## src/rtl/lcrs_pkg.sv

```systemverilog
package lcrs_pkg;

    // Image geometry. Columns beyond the 120 carried by the input fields read as 0.
    localparam int SCAN_WIDTH = 120;
    localparam int COL_W      = $clog2(SCAN_WIDTH);
    localparam int LAST_COL   = SCAN_WIDTH - 1;
    localparam int MID_COL    = SCAN_WIDTH / 2;
    localparam int IN_COLS    = 120;
    localparam int LO_BITS    = 64;
    localparam int HI_BITS    = 56;
    localparam int ROW_W      = 7;

    // The edge search is split into groups of eight columns.
    localparam int GRP_SIZE = 8;
    localparam int SUB_W    = $clog2(GRP_SIZE);
    localparam int GRP_NUM  = (SCAN_WIDTH + GRP_SIZE - 1) / GRP_SIZE;

    // Row codes and weight bands.
    localparam logic [ROW_W-1:0] ROW_FRAME_START = 7'd119;
    localparam logic [ROW_W-1:0] ROW_FRAME_END   = 7'd2;
    localparam logic [ROW_W-1:0] ROW_BAND_HI     = 7'd89;
    localparam logic [ROW_W-1:0] ROW_BAND_MID    = 7'd49;
    localparam logic [ROW_W-1:0] ROW_BAND_LO     = 7'd19;

    localparam int WGT_W = 3;
    localparam logic [WGT_W-1:0] WGT_HI   = 3'd6;
    localparam logic [WGT_W-1:0] WGT_MID  = 3'd4;
    localparam logic [WGT_W-1:0] WGT_LO   = 3'd2;
    localparam logic [WGT_W-1:0] WGT_NONE = 3'd0;

    // Offset arithmetic, in tenths before the division by ten.
    localparam int OFS_W  = 13;
    localparam int DIFF_W = COL_W + 1;
    localparam int PROD_W = DIFF_W + WGT_W + 1;
    localparam int SUM_W  = OFS_W + 4;
    localparam int MAG_W  = SUM_W - 1;

    localparam logic signed [SUM_W-1:0] TEN_S   = 17'sd10;
    localparam logic [OFS_W-1:0]        OFS_MAX = 13'd4095;
    localparam logic [OFS_W-1:0]        OFS_MIN = 13'h1000;

    // x / 10 equals (x * 52429) >> 19 for every x below 81920.
    localparam int DIV10_SHIFT = 19;
    localparam logic [MAG_W-1:0] DIV10_MUL = 16'd52429;

    typedef struct packed {
        logic load;
        logic grp;
        logic merge;
        logic commit;
    } t_cmd;

    typedef struct packed {
        logic out_busy;
    } t_sts;

    function automatic logic [WGT_W-1:0] row_weight(input logic [ROW_W-1:0] row);
        logic [WGT_W-1:0] w;
        if (row > ROW_BAND_HI && row <= ROW_FRAME_START) begin
            w = WGT_HI;
        end else if (row > ROW_BAND_MID && row <= ROW_BAND_HI) begin
            w = WGT_MID;
        end else if (row > ROW_BAND_LO && row <= ROW_BAND_MID) begin
            w = WGT_LO;
        end else begin
            w = WGT_NONE;
        end
        return w;
    endfunction

endpackage

```

## src/rtl/lcrs_ifs.sv

```systemverilog
interface lcrs_in_if;
    logic        valid;
    logic        ready;
    logic [6:0]  row_number;
    logic [63:0] pixels_low;
    logic [55:0] pixels_high;

    modport source (output valid, output row_number, output pixels_low,
                    output pixels_high, input ready);
    modport sink   (input valid, input row_number, input pixels_low,
                    input pixels_high, output ready);
endinterface

interface lcrs_out_if;
    logic              valid;
    logic              ready;
    logic [6:0]        left_edge;
    logic [6:0]        right_edge;
    logic [6:0]        center;
    logic signed [12:0] steer_offset;
    logic              frame_done;

    modport source (output valid, output left_edge, output right_edge, output center,
                    output steer_offset, output frame_done, input ready);
    modport sink   (input valid, input left_edge, input right_edge, input center,
                    input steer_offset, input frame_done, output ready);
endinterface

```

## src/rtl/lane_center_row_scanner.sv

```systemverilog
// Channel  Direction  Payload                                              Handshake
// i_in     sink       row_number, pixels_low, pixels_high                  valid / ready
// o_out    source     left_edge, right_edge, center, steer_offset,         valid / ready
//                     frame_done
//
// Each row passes through four steps: one to capture the transaction, one for the per-group
// edge encoders, one to merge the groups and form the weighted sum, and one for the
// division by ten and saturation, which also loads the output register.
// The last of these waits while a previous result has not yet been taken, so a stalled sink
// holds back the row; a new row can be captured while a committed result waits, but not while the divide step waits.
// Reset is synchronous and active low: both start columns return to 60 and the
// accumulated offset to zero.
module lane_center_row_scanner (
    input  logic            i_clk,
    input  logic            i_rst_n,
    lcrs_in_if.sink         i_in,
    lcrs_out_if.source      o_out
);

    // Commands from the sequencer and status back from the datapath.
    lcrs_pkg::t_cmd w_cmd;
    lcrs_pkg::t_sts w_sts;
    logic           w_in_ready;

    // The sequencer walks capture, group encode, merge and divide, and holds the
    // divide step until the output register is free.
    lcrs_ctrl u_ctrl (
        .i_clk      (i_clk),
        .i_rst_n    (i_rst_n),
        .i_in_valid (i_in.valid),
        .o_in_ready (w_in_ready),
        .i_sts      (w_sts),
        .o_cmd      (w_cmd)
    );

    assign i_in.ready = w_in_ready;

    // The datapath holds the start columns and the running offset, which are
    // updated only when a row's result is committed to the output register.
    lcrs_dp u_dp (
        .i_clk          (i_clk),
        .i_rst_n        (i_rst_n),
        .i_cmd          (w_cmd),
        .o_sts          (w_sts),
        .i_row_number   (i_in.row_number),
        .i_pixels_low   (i_in.pixels_low),
        .i_pixels_high  (i_in.pixels_high),
        .o_out_valid    (o_out.valid),
        .i_out_ready    (o_out.ready),
        .o_left_edge    (o_out.left_edge),
        .o_right_edge   (o_out.right_edge),
        .o_center       (o_out.center),
        .o_steer_offset (o_out.steer_offset),
        .o_frame_done   (o_out.frame_done)
    );

endmodule

```

## src/rtl/lcrs_ctrl.sv

```systemverilog
module lcrs_ctrl (
    input  logic          i_clk,
    input  logic          i_rst_n,
    input  logic          i_in_valid,
    output logic          o_in_ready,
    input  lcrs_pkg::t_sts i_sts,
    output lcrs_pkg::t_cmd o_cmd
);

    localparam logic [1:0] S_IDLE  = 2'd0;
    localparam logic [1:0] S_GRP   = 2'd1;
    localparam logic [1:0] S_MERGE = 2'd2;
    localparam logic [1:0] S_DIV   = 2'd3;

    logic [1:0] r_state;
    logic [1:0] n_state;

    always_comb begin
        n_state = r_state;
        case (r_state)
            S_IDLE: begin
                if (i_in_valid) begin
                    n_state = S_GRP;
                end
            end
            S_GRP:   n_state = S_MERGE;
            S_MERGE: n_state = S_DIV;
            S_DIV: begin
                if (!i_sts.out_busy) begin
                    n_state = S_IDLE;
                end
            end
            default: n_state = S_IDLE;
        endcase
    end

    always_ff @(posedge i_clk) begin
        if (!i_rst_n) begin
            r_state <= S_IDLE;
        end else begin
            r_state <= n_state;
        end
    end

    assign o_in_ready   = (r_state == S_IDLE);
    assign o_cmd.load   = (r_state == S_IDLE) && i_in_valid;
    assign o_cmd.grp    = (r_state == S_GRP);
    assign o_cmd.merge  = (r_state == S_MERGE);
    assign o_cmd.commit = (r_state == S_DIV) && !i_sts.out_busy;

endmodule

```

## src/rtl/lcrs_dp.sv

```systemverilog
module lcrs_dp (
    input  logic                                i_clk,
    input  logic                                i_rst_n,
    input  lcrs_pkg::t_cmd                      i_cmd,
    output lcrs_pkg::t_sts                      o_sts,
    input  logic [lcrs_pkg::ROW_W-1:0]          i_row_number,
    input  logic [lcrs_pkg::LO_BITS-1:0]        i_pixels_low,
    input  logic [lcrs_pkg::HI_BITS-1:0]        i_pixels_high,
    output logic                                o_out_valid,
    input  logic                                i_out_ready,
    output logic [lcrs_pkg::COL_W-1:0]          o_left_edge,
    output logic [lcrs_pkg::COL_W-1:0]          o_right_edge,
    output logic [lcrs_pkg::COL_W-1:0]          o_center,
    output logic signed [lcrs_pkg::OFS_W-1:0]   o_steer_offset,
    output logic                                o_frame_done
);

    // Persistent state.
    logic [lcrs_pkg::COL_W-1:0]        r_search_start;
    logic [lcrs_pkg::COL_W-1:0]        r_bottom_center;
    logic signed [lcrs_pkg::OFS_W-1:0] r_offset_sum;

    // Captured item.
    logic [lcrs_pkg::ROW_W-1:0]        r_row;
    logic [lcrs_pkg::SCAN_WIDTH-1:0]   r_pix;
    logic [lcrs_pkg::COL_W-1:0]        r_start;
    logic [lcrs_pkg::SCAN_WIDTH-1:0]   n_pix;
    logic [lcrs_pkg::IN_COLS-1:0]      w_in_cols;

    // Group encoder results.
    logic [lcrs_pkg::GRP_NUM-1:0]      r_l_any, n_l_any;
    logic [lcrs_pkg::GRP_NUM-1:0]      r_r_any, n_r_any;
    logic [lcrs_pkg::SUB_W-1:0]        r_l_sub [lcrs_pkg::GRP_NUM];
    logic [lcrs_pkg::SUB_W-1:0]        r_r_sub [lcrs_pkg::GRP_NUM];
    logic [lcrs_pkg::SUB_W-1:0]        n_l_sub [lcrs_pkg::GRP_NUM];
    logic [lcrs_pkg::SUB_W-1:0]        n_r_sub [lcrs_pkg::GRP_NUM];
    logic [lcrs_pkg::SCAN_WIDTH-1:0]   w_diff;

    // Merge stage.
    logic [lcrs_pkg::COL_W-1:0]        r_left, r_right, r_center;
    logic [lcrs_pkg::COL_W-1:0]        n_left, n_right, n_center;
    logic [lcrs_pkg::COL_W:0]          w_edge_sum;
    logic signed [lcrs_pkg::DIFF_W-1:0] w_diff_mid;
    logic signed [lcrs_pkg::PROD_W-1:0] w_wprod;
    logic signed [lcrs_pkg::SUM_W-1:0]  w_base;
    logic signed [lcrs_pkg::SUM_W-1:0]  n_t;
    logic                               r_neg;
    logic [lcrs_pkg::MAG_W-1:0]         r_mag;
    logic [lcrs_pkg::MAG_W-1:0]         n_mag;

    // Divide stage.
    logic [2*lcrs_pkg::MAG_W-1:0]      w_quot_prod;
    logic [lcrs_pkg::OFS_W-1:0]        w_quot;
    logic [lcrs_pkg::OFS_W-1:0]        n_offset;

    // Output register.
    logic                              r_out_valid;
    logic [lcrs_pkg::COL_W-1:0]        r_o_left, r_o_right, r_o_center;
    logic signed [lcrs_pkg::OFS_W-1:0] r_o_offset;
    logic                              r_o_done;

    assign w_in_cols = {i_pixels_high, i_pixels_low};

    always_comb begin
        for (int k = 0; k < lcrs_pkg::SCAN_WIDTH; k++) begin
            if (k < lcrs_pkg::IN_COLS) begin
                n_pix[k] = w_in_cols[k];
            end else begin
                n_pix[k] = 1'b0;
            end
        end
    end

    // Transition flags: bit j is set where column j differs from column j-1.
    always_comb begin
        w_diff[0] = 1'b0;
        for (int j = 1; j < lcrs_pkg::SCAN_WIDTH; j++) begin
            w_diff[j] = r_pix[j] ^ r_pix[j-1];
        end
    end

    // Per group: highest left candidate and lowest right candidate.
    always_comb begin
        int col;
        for (int g = 0; g < lcrs_pkg::GRP_NUM; g++) begin
            n_l_any[g] = 1'b0;
            n_r_any[g] = 1'b0;
            n_l_sub[g] = '0;
            n_r_sub[g] = '0;
            for (int b = 0; b < lcrs_pkg::GRP_SIZE; b++) begin
                col = g * lcrs_pkg::GRP_SIZE + b;
                if (col >= 2 && col < lcrs_pkg::SCAN_WIDTH && col <= int'(r_start)) begin
                    if (w_diff[col]) begin
                        n_l_any[g] = 1'b1;
                        n_l_sub[g] = lcrs_pkg::SUB_W'(b);
                    end
                end
            end
            for (int b = lcrs_pkg::GRP_SIZE - 1; b >= 0; b--) begin
                col = g * lcrs_pkg::GRP_SIZE + b;
                if (col <= lcrs_pkg::SCAN_WIDTH - 2 && col >= int'(r_start)) begin
                    if (w_diff[col+1]) begin
                        n_r_any[g] = 1'b1;
                        n_r_sub[g] = lcrs_pkg::SUB_W'(b);
                    end
                end
            end
        end
    end

    // Merge across groups, form the centre and the weighted sum in tenths.
    always_comb begin
        n_left  = '0;
        n_right = lcrs_pkg::COL_W'(lcrs_pkg::LAST_COL);
        for (int g = 0; g < lcrs_pkg::GRP_NUM; g++) begin
            if (r_l_any[g]) begin
                n_left = lcrs_pkg::COL_W'(g * lcrs_pkg::GRP_SIZE) + lcrs_pkg::COL_W'(r_l_sub[g]);
            end
        end
        for (int g = lcrs_pkg::GRP_NUM - 1; g >= 0; g--) begin
            if (r_r_any[g]) begin
                n_right = lcrs_pkg::COL_W'(g * lcrs_pkg::GRP_SIZE) + lcrs_pkg::COL_W'(r_r_sub[g]);
            end
        end
        w_edge_sum = {1'b0, n_left} + {1'b0, n_right};
        n_center   = w_edge_sum[lcrs_pkg::COL_W:1];
        w_diff_mid = $signed(lcrs_pkg::DIFF_W'(lcrs_pkg::MID_COL)) - $signed({1'b0, n_center});
        w_wprod    = lcrs_pkg::PROD_W'(w_diff_mid)
                     * $signed(lcrs_pkg::PROD_W'(lcrs_pkg::row_weight(r_row)));
        if (r_row == lcrs_pkg::ROW_FRAME_START) begin
            w_base = '0;
        end else begin
            w_base = lcrs_pkg::SUM_W'(r_offset_sum) * lcrs_pkg::TEN_S;
        end
        n_t   = w_base + lcrs_pkg::SUM_W'(w_wprod);
        n_mag = n_t[lcrs_pkg::SUM_W-1] ? lcrs_pkg::MAG_W'(-n_t) : lcrs_pkg::MAG_W'(n_t);
    end

    // Truncating division by ten on the magnitude, then sign and saturation.
    always_comb begin
        w_quot_prod = {{lcrs_pkg::MAG_W{1'b0}}, r_mag}
                      * {{lcrs_pkg::MAG_W{1'b0}}, lcrs_pkg::DIV10_MUL};
        w_quot = w_quot_prod[lcrs_pkg::DIV10_SHIFT +: lcrs_pkg::OFS_W];
        if (!r_neg) begin
            n_offset = (w_quot > lcrs_pkg::OFS_MAX) ? lcrs_pkg::OFS_MAX : w_quot;
        end else begin
            n_offset = (w_quot > lcrs_pkg::OFS_MIN) ? lcrs_pkg::OFS_MIN : (~w_quot + 1'b1);
        end
    end

    always_ff @(posedge i_clk) begin
        if (i_cmd.load) begin
            r_row <= i_row_number;
            r_pix <= n_pix;
            r_start <= (i_row_number == lcrs_pkg::ROW_FRAME_START) ? r_bottom_center
                                                                    : r_search_start;
        end
        if (i_cmd.grp) begin
            r_l_any <= n_l_any;
            r_r_any <= n_r_any;
            r_l_sub <= n_l_sub;
            r_r_sub <= n_r_sub;
        end
        if (i_cmd.merge) begin
            r_left   <= n_left;
            r_right  <= n_right;
            r_center <= n_center;
            r_neg    <= n_t[lcrs_pkg::SUM_W-1];
            r_mag    <= n_mag;
        end
        if (i_cmd.commit) begin
            r_o_left   <= r_left;
            r_o_right  <= r_right;
            r_o_center <= r_center;
            r_o_offset <= $signed(n_offset);
            r_o_done   <= (r_row == lcrs_pkg::ROW_FRAME_END);
        end
    end

    always_ff @(posedge i_clk) begin
        if (!i_rst_n) begin
            r_search_start  <= lcrs_pkg::COL_W'(lcrs_pkg::MID_COL);
            r_bottom_center <= lcrs_pkg::COL_W'(lcrs_pkg::MID_COL);
            r_offset_sum    <= '0;
            r_out_valid     <= 1'b0;
        end else begin
            if (i_cmd.commit) begin
                r_search_start <= r_center;
                r_offset_sum   <= $signed(n_offset);
                if (r_row == lcrs_pkg::ROW_FRAME_START) begin
                    r_bottom_center <= r_center;
                end
                r_out_valid <= 1'b1;
            end else if (i_out_ready) begin
                r_out_valid <= 1'b0;
            end
        end
    end

    assign o_sts.out_busy = r_out_valid && !i_out_ready;
    assign o_out_valid    = r_out_valid;
    assign o_left_edge    = r_o_left;
    assign o_right_edge   = r_o_right;
    assign o_center       = r_o_center;
    assign o_steer_offset = r_o_offset;
    assign o_frame_done   = r_o_done;

`ifndef SYNTH
    a_no_overwrite: assert property (@(posedge i_clk) disable iff (!i_rst_n)
        i_cmd.commit |-> !(r_out_valid && !i_out_ready))
        else $error("result overwritten while still waiting");

    a_edge_order: assert property (@(posedge i_clk) disable iff (!i_rst_n)
        r_out_valid |-> (r_o_left <= r_o_right))
        else $error("left edge lies right of right edge");

    a_center_between: assert property (@(posedge i_clk) disable iff (!i_rst_n)
        r_out_valid |-> (r_o_center >= r_o_left && r_o_center <= r_o_right))
        else $error("centre outside its edges");

    a_start_follows: assert property (@(posedge i_clk) disable iff (!i_rst_n)
        i_cmd.commit |=> (r_search_start == r_o_center))
        else $error("search start not taken from the last centre");
`endif

endmodule
```

## src/flat_wrapper.sv

```systemverilog
// flat-port wrapper written by rule: the top's interface ports become plain ports
module lane_center_row_scanner_flat 
  (i_clk, i_rst_n, i_in_valid, i_in_row_number, i_in_pixels_low, i_in_pixels_high, i_in_ready, o_out_valid, o_out_left_edge, o_out_right_edge, o_out_center, o_out_steer_offset, o_out_frame_done, o_out_ready);
  lcrs_in_if i_in_i ();
  lcrs_out_if o_out_i ();
  input  logic i_clk;
  input  logic i_rst_n;
  input wire logic [$bits(i_in_i.valid)-1:0] i_in_valid;
  input wire logic [$bits(i_in_i.row_number)-1:0] i_in_row_number;
  input wire logic [$bits(i_in_i.pixels_low)-1:0] i_in_pixels_low;
  input wire logic [$bits(i_in_i.pixels_high)-1:0] i_in_pixels_high;
  output wire logic [$bits(i_in_i.ready)-1:0] i_in_ready;
  output wire logic [$bits(o_out_i.valid)-1:0] o_out_valid;
  output wire logic [$bits(o_out_i.left_edge)-1:0] o_out_left_edge;
  output wire logic [$bits(o_out_i.right_edge)-1:0] o_out_right_edge;
  output wire logic [$bits(o_out_i.center)-1:0] o_out_center;
  output wire logic [$bits(o_out_i.steer_offset)-1:0] o_out_steer_offset;
  output wire logic [$bits(o_out_i.frame_done)-1:0] o_out_frame_done;
  input wire logic [$bits(o_out_i.ready)-1:0] o_out_ready;
  assign i_in_i.valid = i_in_valid;
  assign i_in_i.row_number = i_in_row_number;
  assign i_in_i.pixels_low = i_in_pixels_low;
  assign i_in_i.pixels_high = i_in_pixels_high;
  assign i_in_ready = i_in_i.ready;
  assign o_out_valid = o_out_i.valid;
  assign o_out_left_edge = o_out_i.left_edge;
  assign o_out_right_edge = o_out_i.right_edge;
  assign o_out_center = o_out_i.center;
  assign o_out_steer_offset = o_out_i.steer_offset;
  assign o_out_frame_done = o_out_i.frame_done;
  assign o_out_i.ready = o_out_ready;
  lane_center_row_scanner u_core (.i_clk(i_clk), .i_rst_n(i_rst_n), .i_in(i_in_i), .o_out(o_out_i));
endmodule
```

## config.mk

```make
export PLATFORM = sky130hd
export DESIGN_NAME = lane_center_row_scanner_flat
export DESIGN_NICKNAME = d
export VERILOG_FILES = /design/src/rtl/lcrs_pkg.sv /design/src/rtl/lcrs_ifs.sv /design/src/rtl/lane_center_row_scanner.sv /design/src/rtl/lcrs_ctrl.sv /design/src/rtl/lcrs_dp.sv /design/src/flat_wrapper.sv
export SDC_FILE = /design/constraint.sdc
export NUM_CORES = 1
export LEC_CHECK = 0
export BUFFER_PORTS_ARGS = -buffer_cell sky130_fd_sc_hd__buf_2
export CORE_AREA = 2 2 313 315
export DETAILED_ROUTE_END_ITERATION = 6
export DIE_AREA = 0 0 315 317
export GPL_ROUTABILITY_DRIVEN = 0
export PLACE_DENSITY_LB_ADDON = 0.05
export SETUP_SLACK_MARGIN = 0.3
export SLEW_MARGIN = 15
export SYNTH_ARGS = -nofsm -noshare
export SYNTH_HDL_FRONTEND = slang
export SYNTH_SLANG_ARGS = --single-unit
```

## constraint.sdc

```tcl
create_clock -name i_clk -period 8.7 [get_ports i_clk]
set_clock_uncertainty 0.2 [all_clocks]
set_input_delay 1.74 -clock i_clk [delete_from_list [all_inputs] [get_ports i_clk]]
set_output_delay 1.74 -clock i_clk [all_outputs]
set_load 0.1 [all_outputs]
```

== Word level (Yosys, flattened, before mapping) ==
Cells that the tools add are included.
Widths: inputs -> output; s select.

* Logic and storage cells: 1,421
* Flip-flop bits (word level): 357
* Output and inout port bits: 37

* Reduce and logical (&&, ||, !) cells: 12
* Multiplexer cells: 950
* Bitwise gates (word level): 120
* Order comparisons: 245
* Equal/unequal tests: 8
* $add $sub $neg: 33
* $mul: 3

{| class="wikitable"
|+ Operators with widths
! cell !! number
|-
| $mux 3 || 422
|-
| $mux 1 || 488
|-
| $le 7x7->1 const A || 56
|-
| $ge 7x7->1 const A || 55
|-
| $ge 6x7->1 const A || 32
|-
| $le 6x7->1 const A || 32
|-
| $mux 7 || 30
|-
| $xor 1x1->1 || 119
|-
| $ge 5x7->1 const A || 16
|-
| $le 5x7->1 const A || 16
|-
| $add 6x3->7 const A || 8
|-
| $add 7x3->7 const A || 8
|-
| $ge 4x7->1 const A || 8
|-
| $le 4x7->1 const A || 8
|-
| $mux 13 || 3
|-
| $mul 16x16->32 const B || 1
|-
| $add 6x4->7 const A || 4
|-
| $ge 3x7->1 const A || 4
|-
| $le 3x7->1 const A || 4
|-
| $add 5x3->6 const A || 4
|-
| $add 17x12->17 || 1
|-
| $mux 17 || 1
|-
| $mul 13x4->16 const B || 1
|-
| $mux 16 || 1
|-
| other kinds (30) || 49
|}

== Depth between registers and ports, before layout ==
Gate-level depths: netlist (run 1).

* Word-level depth: 22
* Depth in mapped cells: 40
* Depth with buffers taken out: 39

== Hierarchy ==
Synthesis (run 1) repeated with hierarchy kept, for this count alone.

* Cell total of the unflattened synthesis: 3,116
* Area total of the unflattened synthesis: 28,611.2 sq um

{| class="wikitable"
|+ Modules (own cells, without submodules)
! module !! area each (sq um) !! times used !! cells an instance !! sequential area each (sq um)
|-
| lcrs_dp || 28,446.0 || 1 || 3,099 || 10,349.9
|-
| lcrs_ctrl || 165.2 || 1 || 17 || 40.0
|}

== Worst setup path before layout (run 1) ==
Ideal clock, no wire load.

* Kind: register to register
* Start: register u_core.u_dp.r_l_any[5] (netlist bit)
* End: register u_core.u_dp.r_mag[10] (netlist bit), data pin
* Arrival time: 7.718 ns
* Path buffers: 1
* Cell stages (with the launch flop): 36
* Path slack: 0.517 ns
* Setup time: 0.266 ns
* Data required time: 8.234 ns
* Cell sequence: edfxtp_1 -> or2_2 -> o31ai_1 -> mux2i_1 -> o21ai_0 -> mux2i_1 -> o21ai_0 -> a21oi_1 -> o31ai_1 -> ha_1 -> nor2b_1 -> o21a_1 -> o21a_1 -> or2_2 -> a311o_1 -> a32oi_1 -> nand4bb_1 -> and2_1 -> or2_2 -> inv_1 -> ha_1 -> ha_1 -> inv_1 -> fa_1 -> inv_1 -> ha_1 -> or3_1 -> o2111a_1 -> nor3_1 -> nor3_1 -> nand3b_1 -> xor2_1 -> a2111oi_2 -> clkbuf_1 -> nor3_1 -> xor2_1

* Longest elaborated chain between the ends: 16

{| class="wikitable"
|+ RTL lines
! element !! line !! source
|-
| start: declaration || lcrs_dp.sv:31 || <nowiki>logic [lcrs_pkg::GRP_NUM-1:0] r_l_any, n_l_any;</nowiki>
|-
| start signal: assignment || lcrs_dp.sv:159 || <nowiki>r_l_any <= n_l_any;</nowiki>
|-
| $mux 7 * (10 in a row) || lcrs_dp.sv:116 || <nowiki>if (r_l_any[g]) begin</nowiki>
|-
| net u_core.u_dp.n_left, one bit || lcrs_dp.sv:41 || <nowiki>logic [lcrs_pkg::COL_W-1:0] n_left, n_right, n_center;</nowiki>
|-
| $add 7x7->8 * || lcrs_dp.sv:125 || <nowiki>w_edge_sum = {1'b0, n_left} + {1'b0, n_right};</nowiki>
|-
| $sub 6x7->8 * || lcrs_dp.sv:127 || <nowiki>w_diff_mid = $signed(lcrs_pkg::DIFF_W'(lcrs_pkg::MID_COL)) - $signed({1'b0, n_center});</nowiki>
|-
| $mul 8x4->12 * || lcrs_dp.sv:129 || <nowiki>* $signed(lcrs_pkg::PROD_W'(lcrs_pkg::row_weight(r_row)));</nowiki>
|-
| $add 17x12->17 * || lcrs_dp.sv:135 || <nowiki>n_t = w_base + lcrs_pkg::SUM_W'(w_wprod);</nowiki>
|-
| $neg 16->16 || lcrs_dp.sv:136 || <nowiki>n_mag = n_t[lcrs_pkg::SUM_W-1] ? lcrs_pkg::MAG_W'(-n_t) : lcrs_pkg::MAG_W'(n_t);</nowiki>
|-
| $mux 16 * || lcrs_dp.sv:136 ||
|-
| net u_core.u_dp.n_mag, one bit || lcrs_dp.sv:49 || <nowiki>logic [lcrs_pkg::MAG_W-1:0] n_mag;</nowiki>
|-
| end signal: assignment || lcrs_dp.sv:169 || <nowiki>r_mag <= n_mag;</nowiki>
|-
| end: declaration || lcrs_dp.sv:48 || <nowiki>logic [lcrs_pkg::MAG_W-1:0] r_mag;</nowiki>
|}

The timed path passes the listed nets; every way through them passes the cells marked *.
A chain may end at the register's enable or synchronous reset.

== Final worst setup path (run 1) ==
* Start: register u_core.u_dp.r_l_any[1] (netlist bit)
* End: register u_core.u_dp.r_mag[2] (netlist bit), data pin

* Elaborated cells between the ends (all ways): 20
* Those cells by class: 4 x add/sub; 1 x mul; 15 x mux

{| class="wikitable"
|+ RTL lines
! element !! line !! source
|-
| $mux 7 (14 in a row) || lcrs_dp.sv:116 ||
|-
| net u_core.u_dp.n_left, one bit || lcrs_dp.sv:41 ||
|-
| $add 7x7->8 || lcrs_dp.sv:125 ||
|-
| $sub 6x7->8 || lcrs_dp.sv:127 ||
|-
| $mul 8x4->12 || lcrs_dp.sv:129 ||
|-
| $add 17x12->17 || lcrs_dp.sv:135 ||
|-
| net u_core.u_dp.n_t, one bit || lcrs_dp.sv:46 || <nowiki>logic signed [lcrs_pkg::SUM_W-1:0] n_t;</nowiki>
|-
| $mux 16 || lcrs_dp.sv:136 ||
|-
| net u_core.u_dp.n_mag, one bit || lcrs_dp.sv:49 ||
|}

The timed path passes the listed nets, and every way through them passes these cells.

==> flow_summary.json, run 1 <==
{
  "synth_cells": 3157,
  "cts.clk_slew.worst_paths_ps": 60,
  "synthAdderAreaFrac_pct": 14.63,
  "synth-async-reset-ratio_pct": 0,
  "synthMuxAreaShare_pct": 1.055,
  "synth.area.top_cells": "edfxtp_1, ha_1, fa_1, a21oi_1, inv_1",
  "final_max_slew_viol_count": 0,
  "yosysTopAreaCellShare_pct": 33.97,
  "place_hpwl_mm": 80.11,
  "crit_start": "u_core.u_dp.r_l_any[1]",
  "cp_num_cells": 35,
  "io_buffers": 167,
  "crit_type": "reg -> reg",
  "cts.path.max_buffers": 3,
  "antennaDiodeCount": 0,
  "wl_met2_mm": 48.00,
  "slowest_stage": "fa_1",
  "synth_area_leader_cell": "edfxtp_1",
  "start_kind": "register",
  "ys_seq_area_share_pct": 36.05,
  "yosys_warnings": 0,
  "critPathArrivalTime_ps": 8430,
  "worstHoldPathCells": 0,
  "grt_overflow": 0,
  "outcome": "completed",
  "layout-drive-gt1-share_pct": 12.94,
  "io_pins": 168,
  "start_util_pct": 29.93,
  "ys_types": 98,
  "min_to": "u_core.u_dp.o_left_edge[1]",
  "holdCritPathClass": "reg -> reg",
  "grt_usage_pct": 20.10,
  "maxSlewHeadroom_pct": 24.91,
  "crit_family": "compound AO/OA/AOI/OAI gates",
  "wl_mm": 102.1,
  "synth_compound_area_share_pct": 23.60,
  "r2r-start": "u_core.u_dp.r_l_any[1]",
  "ant_nets": 0,
  "drt_iter0_markers": 2310,
  "coreArea_um2": 96280,
  "post-place-ws_ps": -81.02,
  "htree_levels": 2,
  "grt_max_degree": 116,
  "ys_ff_latch": 356,
  "critPathMaxStageDelay_ps": 530,
  "finalSetupViolCount": 0,
  "cp_max_fo": 7,
  "grt_pass1_wl_mm": 153.0,
  "first_pass_iters": 6,
  "synth-edff-count": 326,
  "die_w_um": 315,
  "synth_top_family_by_area": "compound AO/OA/AOI/OAI gates",
  "rsz0062_at_grt": "true",
  "fin_crit_ps": 8266,
  "antenna_found_initial": 1,
  "tritoncts": "done",
  "finalHoldViolCount": 0,
  "syn_area_um2": 28820,
  "worst_pin_slew_ps": 1118,
  "finish.utilization_pct": 34.15,
  "syn_avg_cell_area_um2": 9.129,
  "timing.fmax_mhz": 121.0,
  "worstHoldStart": "u_core.u_dp.r_left[1]",
  "cp_data_required_time_ps": 8860,
  "routed-wl-met3_mm": 4.328,
  "synth_xor_area_share_pct": 3.130,
  "cts-root-buf": "clkbuf_16",
  "final_common_cell": "edfxtp_1",
  "synthSimpleGateAreaFrac_pct": 15.31,
  "endpoint_kind": "register",
  "rows": 114,
  "die_area_um2": 99860,
  "max_cap_violations": 0,
  "die_y_um": 317,
  "cts_buffers": 46,
  "drc": 0,
  "insertion_delay_ps": 610,
  "grt_pass1_vias": 24190,
  "wl_met1_mm": 46.62,
  "ys.flop_type": "edfxtp_1",
  "vias_per_cell": 5.393,
  "routedWlPerCell_um": 22.31,
  "worst_slack_ps": 434.5,
  "reg2reg_to": "u_core.u_dp.r_mag[2]",
  "vias": 24680,
  "r2r_cells": 35,
  "critPathBufInv": 7,
  "fin_nets": 3681,
  "syn_nets": 3574,
  "rrSetupSlack_ps": 430,
  "topRoutingLayerUsed": "met4",
  "area_delta_synth_final_pct": 14.08,
  "mostFrequentLayoutCells": "edfxtp_1, nand2_1, inv_1",
  "cts_num_sinks": 356,
  "timing.final.crit_share_pct": 95.01
}
## worst reg2reg max path: cells and delay by family (launching register included)
| family | cells | cell delay, ps |
|---|---|---|
| adders and majority gates | 5 | 1410 |
| AOI/OAI and AO/OA | 10 | 2650 |
| buffers and inverters | 7 | 720 |
| DFF | 1 | 460 |
| xor gates and xnor gates | 1 | 210 |
| and+or+nand+nor | 10 | 1830 |
| muxes | 2 | 560 |
## cell usage after synthesis, types with 53 or more instances
library cell and count:
a21oi_1 229, clkbuf_1 152, edfxtp_1 326, fa_1 85, ha_1 201, inv_1 282
nand2_1 279, nand2b_1 53, nand3_1 63, nor2_1 233, nor3_1 62, o21ai_0 206
o221ai_1 67, o22ai_1 53
## area by class of cell
cell class | instances | area, µm²
tap | 1276 | 1597
inverter | 283 | 1065
sequential | 356 | 10390
clock buffer | 51 | 1191
timing repair buffer | 241 | 1409
multi-input combinational | 2336 | 16870
fill | 9938 | 63400
clock inverter | 34 | 351.6
## flip-flops by register name, indices dropped and copies added (netlist names), 13 cells and up
name / cells
u_core.u_dp.r_r_any: 15
u_core.u_dp.r_l_any: 15
u_core.u_dp.r_l_sub: 45
u_core.u_dp.r_pix: 120
u_core.u_dp.r_offset_sum: 13
u_core.u_dp.o_steer_offset: 13
u_core.u_dp.r_mag: 15
u_core.u_dp.r_r_sub: 45
## cells by family after synthesis
kind of cell	after synthesis
AOI/OAI and AO/OA	1004
and+or+nand+nor	914
buffers and inverters	465
DFF	356
adders and majority gates	286
xor gates and xnor gates	103
muxes	29
## metal layers
| layer | global-route usage (%) | up-vias |
|---|---|---|
| met5 | 0 | - |
| met4 | 6.461 | 0 |
| met3 | 2.204 | 126 |
| met2 | 33.50 | 688 |
| met1 | 27.23 | 11990 |
| li1 | - | 11880 |
## metrics by stage
stage,area [µm²],hold slack [ps],setup TNS (ps),cells
2_1_floorplan,28820,200.3,0,3157
3_3_place_gp,31000,210.4,-81.77,4478
3_5_place_dp,31000,206.3,-81.02,4478
4_1_cts,32670,219.6,0,4568
5_1_grt,32880,221.2,0,4577
6_report,32880,217.2,0,4577
## repair_timing
action / 4_1_cts / 5_1_grt
pin swaps: 5 / 37
hold buffers: 0 / 0
buffers inserted: 4 / 8
gates resized for setup: 22 / 39
cloned: 1 / 1
endpoints found under the hold margin: 0 / 0
endpoints found under the setup margin: 15 / 15
## worst max-delay path by stage
stage                       endpoint  slack, ps
3_5_place_dp    u_core.u_dp.r_mag[2]        -80
3_3_place_gp    u_core.u_dp.r_mag[2]        -80
4_1_cts         u_core.u_dp.r_mag[2]        300
2_1_floorplan  u_core.u_dp.r_mag[10]        520
5_1_grt         u_core.u_dp.r_mag[2]        160
6_report        u_core.u_dp.r_mag[2]        430
Power of run 1 is left out: the tool's default activity adds up to more than one toggle a clock period on the data nets, which glitch-free logic cannot reach.
==> run 2: changes to the inputs <==
==> constraint.sdc (replaced) <==
create_clock -name i_clk -period 8.3 [get_ports i_clk]
set_clock_uncertainty 0.2 [all_clocks]
set_input_delay 1.66 -clock i_clk [delete_from_list [all_inputs] [get_ports i_clk]]
set_output_delay 1.66 -clock i_clk [all_outputs]
set_load 0.1 [all_outputs]
==> run 2 against run 1 <==
Critical path depth is 3 higher; register-to-register slack worse by 200 ps; utilization up 0.57 points; final cell count increased by 1.2%; routed wire length grew 0.96%; critical path type unchanged.
==> flow_summary.json, run 2 (synthesized netlist as in run 1, its figures left out) <==
{
  "outcome": "completed",
  "cts.path.max_buffers": 3,
  "routedWlPerCell_um": 22.25,
  "cts.clk_slew.worst_paths_ps": 60,
  "fin_crit_ps": 8066,
  "cts_buffers": 46,
  "critPathArrivalTime_ps": 8190,
  "rsz0062_at_grt": "true",
  "io_buffers": 167,
  "antenna_found_initial": 1,
  "grt_usage_pct": 20.33,
  "start_kind": "register",
  "timing.fmax_mhz": 124.0,
  "slowest_stage": "fa_1",
  "vias_per_cell": 5.400,
  "maxSlewHeadroom_pct": 22.68,
  "layout-drive-gt1-share_pct": 14.83,
  "drc": 0,
  "crit_type": "reg -> reg",
  "finalSetupViolCount": 0,
  "largestRegisters": "u_core.u_dp.r_pix (120), u_core.u_dp.r_l_sub (45), u_core.u_dp.r_r_sub (45)",
  "ant_nets": 0,
  "place_hpwl_mm": 80.30,
  "crit_top_cell": "buf_4",
  "fin_nets": 3740,
  "cp_data_required_time_ps": 8430,
  "grt_pass1_vias": 24390,
  "rrSetupSlack_ps": 230,
  "cts_num_sinks": 356,
  "vias": 25020,
  "finalHoldViolCount": 0,
  "regMostFlops": "u_core.u_dp.r_pix",
  "drt_iter0_markers": 1948,
  "grt_pass1_wl_mm": 154.0,
  "die_w_um": 315,
  "worst_pin_slew_ps": 1151,
  "cts-root-buf": "clkbuf_16",
  "endpoint_kind": "register",
  "die_y_um": 317,
  "rows": 114,
  "max_cap_violations": 0,
  "holdCritPathClass": "reg -> reg",
  "crit_start": "u_core.u_dp.r_l_any[0]",
  "largest_reg_flops": 120,
  "wl_mm": 103.1,
  "worst_slack_ps": 233.7,
  "area_delta_synth_final_pct": 15.98,
  "cts_hold_buf": 0,
  "cp_max_fo": 5,
  "worstHoldStart": "u_core.u_dp.r_left[1]",
  "coreArea_um2": 96280,
  "critPathMaxStageDelay_ps": 520,
  "timing.final.crit_share_pct": 97.18,
  "grt_overflow": 0,
  "mostFrequentLayoutCells": "edfxtp_1, nand2_1, inv_1",
  "tritoncts": "done",
  "r2r-start": "u_core.u_dp.r_l_any[0]",
  "final_max_slew_viol_count": 0,
  "io_pins": 168,
  "post-place-ws_ps": -353.5,
  "insertion_delay_ps": 610,
  "final_common_cell": "edfxtp_1",
  "die_area_um2": 99860,
  "htree_levels": 2,
  "grt_max_degree": 112,
  "first_pass_iters": 6,
  "start_util_pct": 29.93
}
## run 2: cell types whose count changed in the layout (fill, tap and decap cells not counted), moves of 4 or more
cell,before,now
buf_4,70,126
clkbuf_1,4,12
nor3_1,61,56
nor3_2,0,5
buf_12,1,5
nor2_4,1,5
nor3b_1,16,12
## run 2: final timing paths
check                                to  depth (start not counted)
min reg2reg  u_core.u_dp.o_left_edge[1]                          0
min          u_core.u_dp.o_left_edge[1]                          0
max reg2reg       u_core.u_dp.r_mag[13]                         38
max               u_core.u_dp.r_mag[13]                         38
## run 2: stage by stage
step                cell area (µm²)  cells  hold slack, ps  TNS (ps)  utilization, %
global placement              31520   4539           209.1     -3770           32.74
finish                        33420   4634           221.7         0           34.72
global route                  33420   4633           233.2     -1502           34.71
detailed placement            31520   4539           212.6     -4284           32.74
CTS                           33240   4632           224.5         0           34.53
floorplan                     28850   3157           200.3         0               -
## run 2: critical path: cells and delay by family (launching register included)
kind / cells / cell delay, ps
muxes: 2 / 280
DFF: 1 / 410
and+or+nand+nor: 11 / 1620
AOI/OAI and AO/OA: 12 / 2570
buffers and inverters: 5 / 600
xor gates and xnor gates: 3 / 490
adders and majority gates: 5 / 1600
## run 2: repair_timing
action,CTS,global route
pin swaps,37,37
gates resized for setup,44,36
setup endpoints to repair,15,30
buffers inserted,11,1
hold endpoints to repair,0,0
## run 2: cell type report
class / count / area (µm²)
fill: 9934 / 62860
multi-input combinational: 2336 / 17040
sequential: 356 / 10390
timing repair buffer: 300 / 1904
tap: 1276 / 1597
clock buffer: 60 / 1235
inverter: 283 / 1065
clock inverter: 22 / 193.9
antenna: 1 / 2.502
## run 2: layer usage
layer / share of wire [%] / GRT usage, % / up-vias
met5: 0 / 0 / -
met4: 3.4 / 6.991 / 0
met3: 4.4 / 2.400 / 140
met2: 47 / 33.56 / 695
met1: 45 / 27.54 / 12220
li1: - / - / 11970
Power of run 2 is left out for the same reason.
==> run 3: changes to the inputs <==
==> constraint.sdc (replaced) <==
create_clock -name i_clk -period 9.3 [get_ports i_clk]
set_clock_uncertainty 0.2 [all_clocks]
set_input_delay 1.86 -clock i_clk [delete_from_list [all_inputs] [get_ports i_clk]]
set_output_delay 1.86 -clock i_clk [all_outputs]
set_load 0.1 [all_outputs]
==> run 3 against run 2 <==
Register-to-register slack better by 500 ps; routed wire length fell by 0.85%; cell area shrank 2.1%; via count down 2.1%; maximum frequency decreased by 5.8%; final cell count down 1.7%; first-iteration DRC count is 1.3% higher; non-clock buffer count shrank 82; sequential share of layout area increased by 0.68 points; utilization decreased by 0.74 points; largest cell class unchanged.
==> flow_summary.json, run 3 (synthesized netlist as in run 1, its figures left out) <==
{
  "grt_util_met3_pct": 2.152,
  "max_cap_violations": 0,
  "crit_start": "u_core.u_dp.r_l_any[5]",
  "grt_usage_pct": 20.07,
  "insertion_delay_ps": 640,
  "timing.fmax_mhz": 116.8,
  "area_delta_synth_final_pct": 13.50,
  "slowest_stage": "fa_1",
  "grt_overflow": 0,
  "die_y_um": 317,
  "fin_crit_ps": 8564,
  "use_met1_pct": 27.14,
  "regMostFlops": "u_core.u_dp.r_pix",
  "critPathMaxStageDelay_ps": 530,
  "tritoncts": "done",
  "io_buffers": 167,
  "coreArea_um2": 96280,
  "cts-root-buf": "clkbuf_16",
  "cts.clk_slew.worst_paths_ps": 60,
  "cp_max_fo": 6,
  "start_util_pct": 29.93,
  "fin_setup_tns_ps": 0,
  "layout-drive-gt1-share_pct": 11.95,
  "drc": 0,
  "worst_pin_slew_ps": 1120,
  "timing.final.crit_share_pct": 92.09,
  "drt_iter0_markers": 1974,
  "wl_mm": 102.2,
  "fin_nets": 3659,
  "cts.path.max_buffers": 3,
  "final_max_slew_viol_count": 0,
  "critPathArrivalTime_ps": 8730,
  "worstHoldStart": "u_core.u_dp.r_left[5]",
  "rows": 114,
  "largest_reg_flops": 120,
  "grt_pass1_wl_mm": 152.4,
  "die_w_um": 315,
  "htree_levels": 2,
  "grt_pass1_vias": 23960,
  "r2r-start": "u_core.u_dp.r_l_any[5]",
  "vias_per_cell": 5.377,
  "die_area_um2": 99860,
  "finalSetupViolCount": 0,
  "cts_hold_buf": 0,
  "holdCritPathClass": "reg -> reg",
  "grt_max_degree": 109,
  "routedWlPerCell_um": 22.43,
  "maxSlewHeadroom_pct": 24.77,
  "place_hpwl_mm": 79.91,
  "crit_top_cell": "ha_1",
  "outcome": "completed",
  "endpoint_kind": "register",
  "cp_data_required_time_ps": 9460,
  "mostFrequentLayoutCells": "edfxtp_1, inv_1, nand2_1",
  "vias": 24500,
  "crit_type": "reg -> reg",
  "busiest_layer": "met2",
  "final_common_cell": "edfxtp_1",
  "antenna_found_initial": 0,
  "first_pass_iters": 6,
  "antennaDiodeCount": 0,
  "ant_nets": 0,
  "io_pins": 168,
  "cts_num_sinks": 356,
  "largestRegisters": "u_core.u_dp.r_pix (120), u_core.u_dp.r_l_sub (45), u_core.u_dp.r_r_sub (45)",
  "finalHoldViolCount": 0,
  "start_kind": "register",
  "rsz0062_at_grt": "true",
  "grt_use_met2_pct": 33.70,
  "cts_buffers": 47
}
## run 3: cell count changes in the layout (fill, tap and decap cells not counted), sizes merged
cell and change:
inv +3, clkinvlp +1, clkdlybuf4s18 +1, clkinv +5, clkbuf -7, buf -84
bufinv +5, diode -1
## run 3: timing repair
action                                  CTS  global route
buffers inserted                          0            17
hold endpoints to repair                  0             0
cloned                                    0             2
endpoints found under the setup margin    1            15
pin swaps                                 0             6
resized for setup                         1            26
## run 3: layer usage
layer / share of wire (%) / vias to the layer above
met5: 0 / -
met4: 2.8 / 0
met3: 3.8 / 104
met2: 47 / 651
met1: 46 / 11920
li1: - / 11830
## run 3: critical path: cells and delay by family (launching register included)
family                   cells  cell delay [ps]
multiplexers                 2              200
AND/OR/NAND/NOR             11             2460
XOR/XNOR                     2              320
buffers and inverters        5              690
AO/OA/AOI/OAI               11             2440
adder cells (fa/ha/maj)      5             1570
flip-flops                   1              420
## run 3: cell type report
| cell class | instances | area, µm² |
|---|---|---|
| Clock buffer | 52 | 1195 |
| Multi-Input combinational cell | 2336 | 16740 |
| Inverter | 283 | 1062 |
| Fill cell | 9886 | 63570 |
| Clock inverter | 36 | 490.5 |
| Timing Repair Buffer | 218 | 1234 |
| Tap cell | 1276 | 1597 |
| Sequential cell | 356 | 10390 |
## run 3: final timing paths
check / endpoint / slack [ps] / cells past startpoint
worst max-delay path: u_core.u_dp.r_mag[6] / 740 / 36
worst min register to register: u_core.u_dp.o_left_edge[5] / 220 / 0
worst max register to register: u_core.u_dp.r_mag[6] / 740 / 36
worst min-delay path: u_core.u_dp.o_left_edge[5] / 220 / 0
## run 3: through the flow
step | hold WS, ps | utilization, % | std cells | setup slack, ps | cell area (µm²)
after floorplan | 200.3 | - | 3157 | 1117 | 28820
after global placement | 218.0 | 31.98 | 4450 | 437.5 | 30790
after detailed placement | 212.0 | 31.98 | 4450 | 357.4 | 30790
after CTS | 227.1 | 33.74 | 4538 | 386.6 | 32480
after global routing | 240.3 | 33.97 | 4557 | 272.2 | 32710
final | 224.5 | 33.97 | 4557 | 736.0 | 32710
Power of run 3 is left out for the same reason.
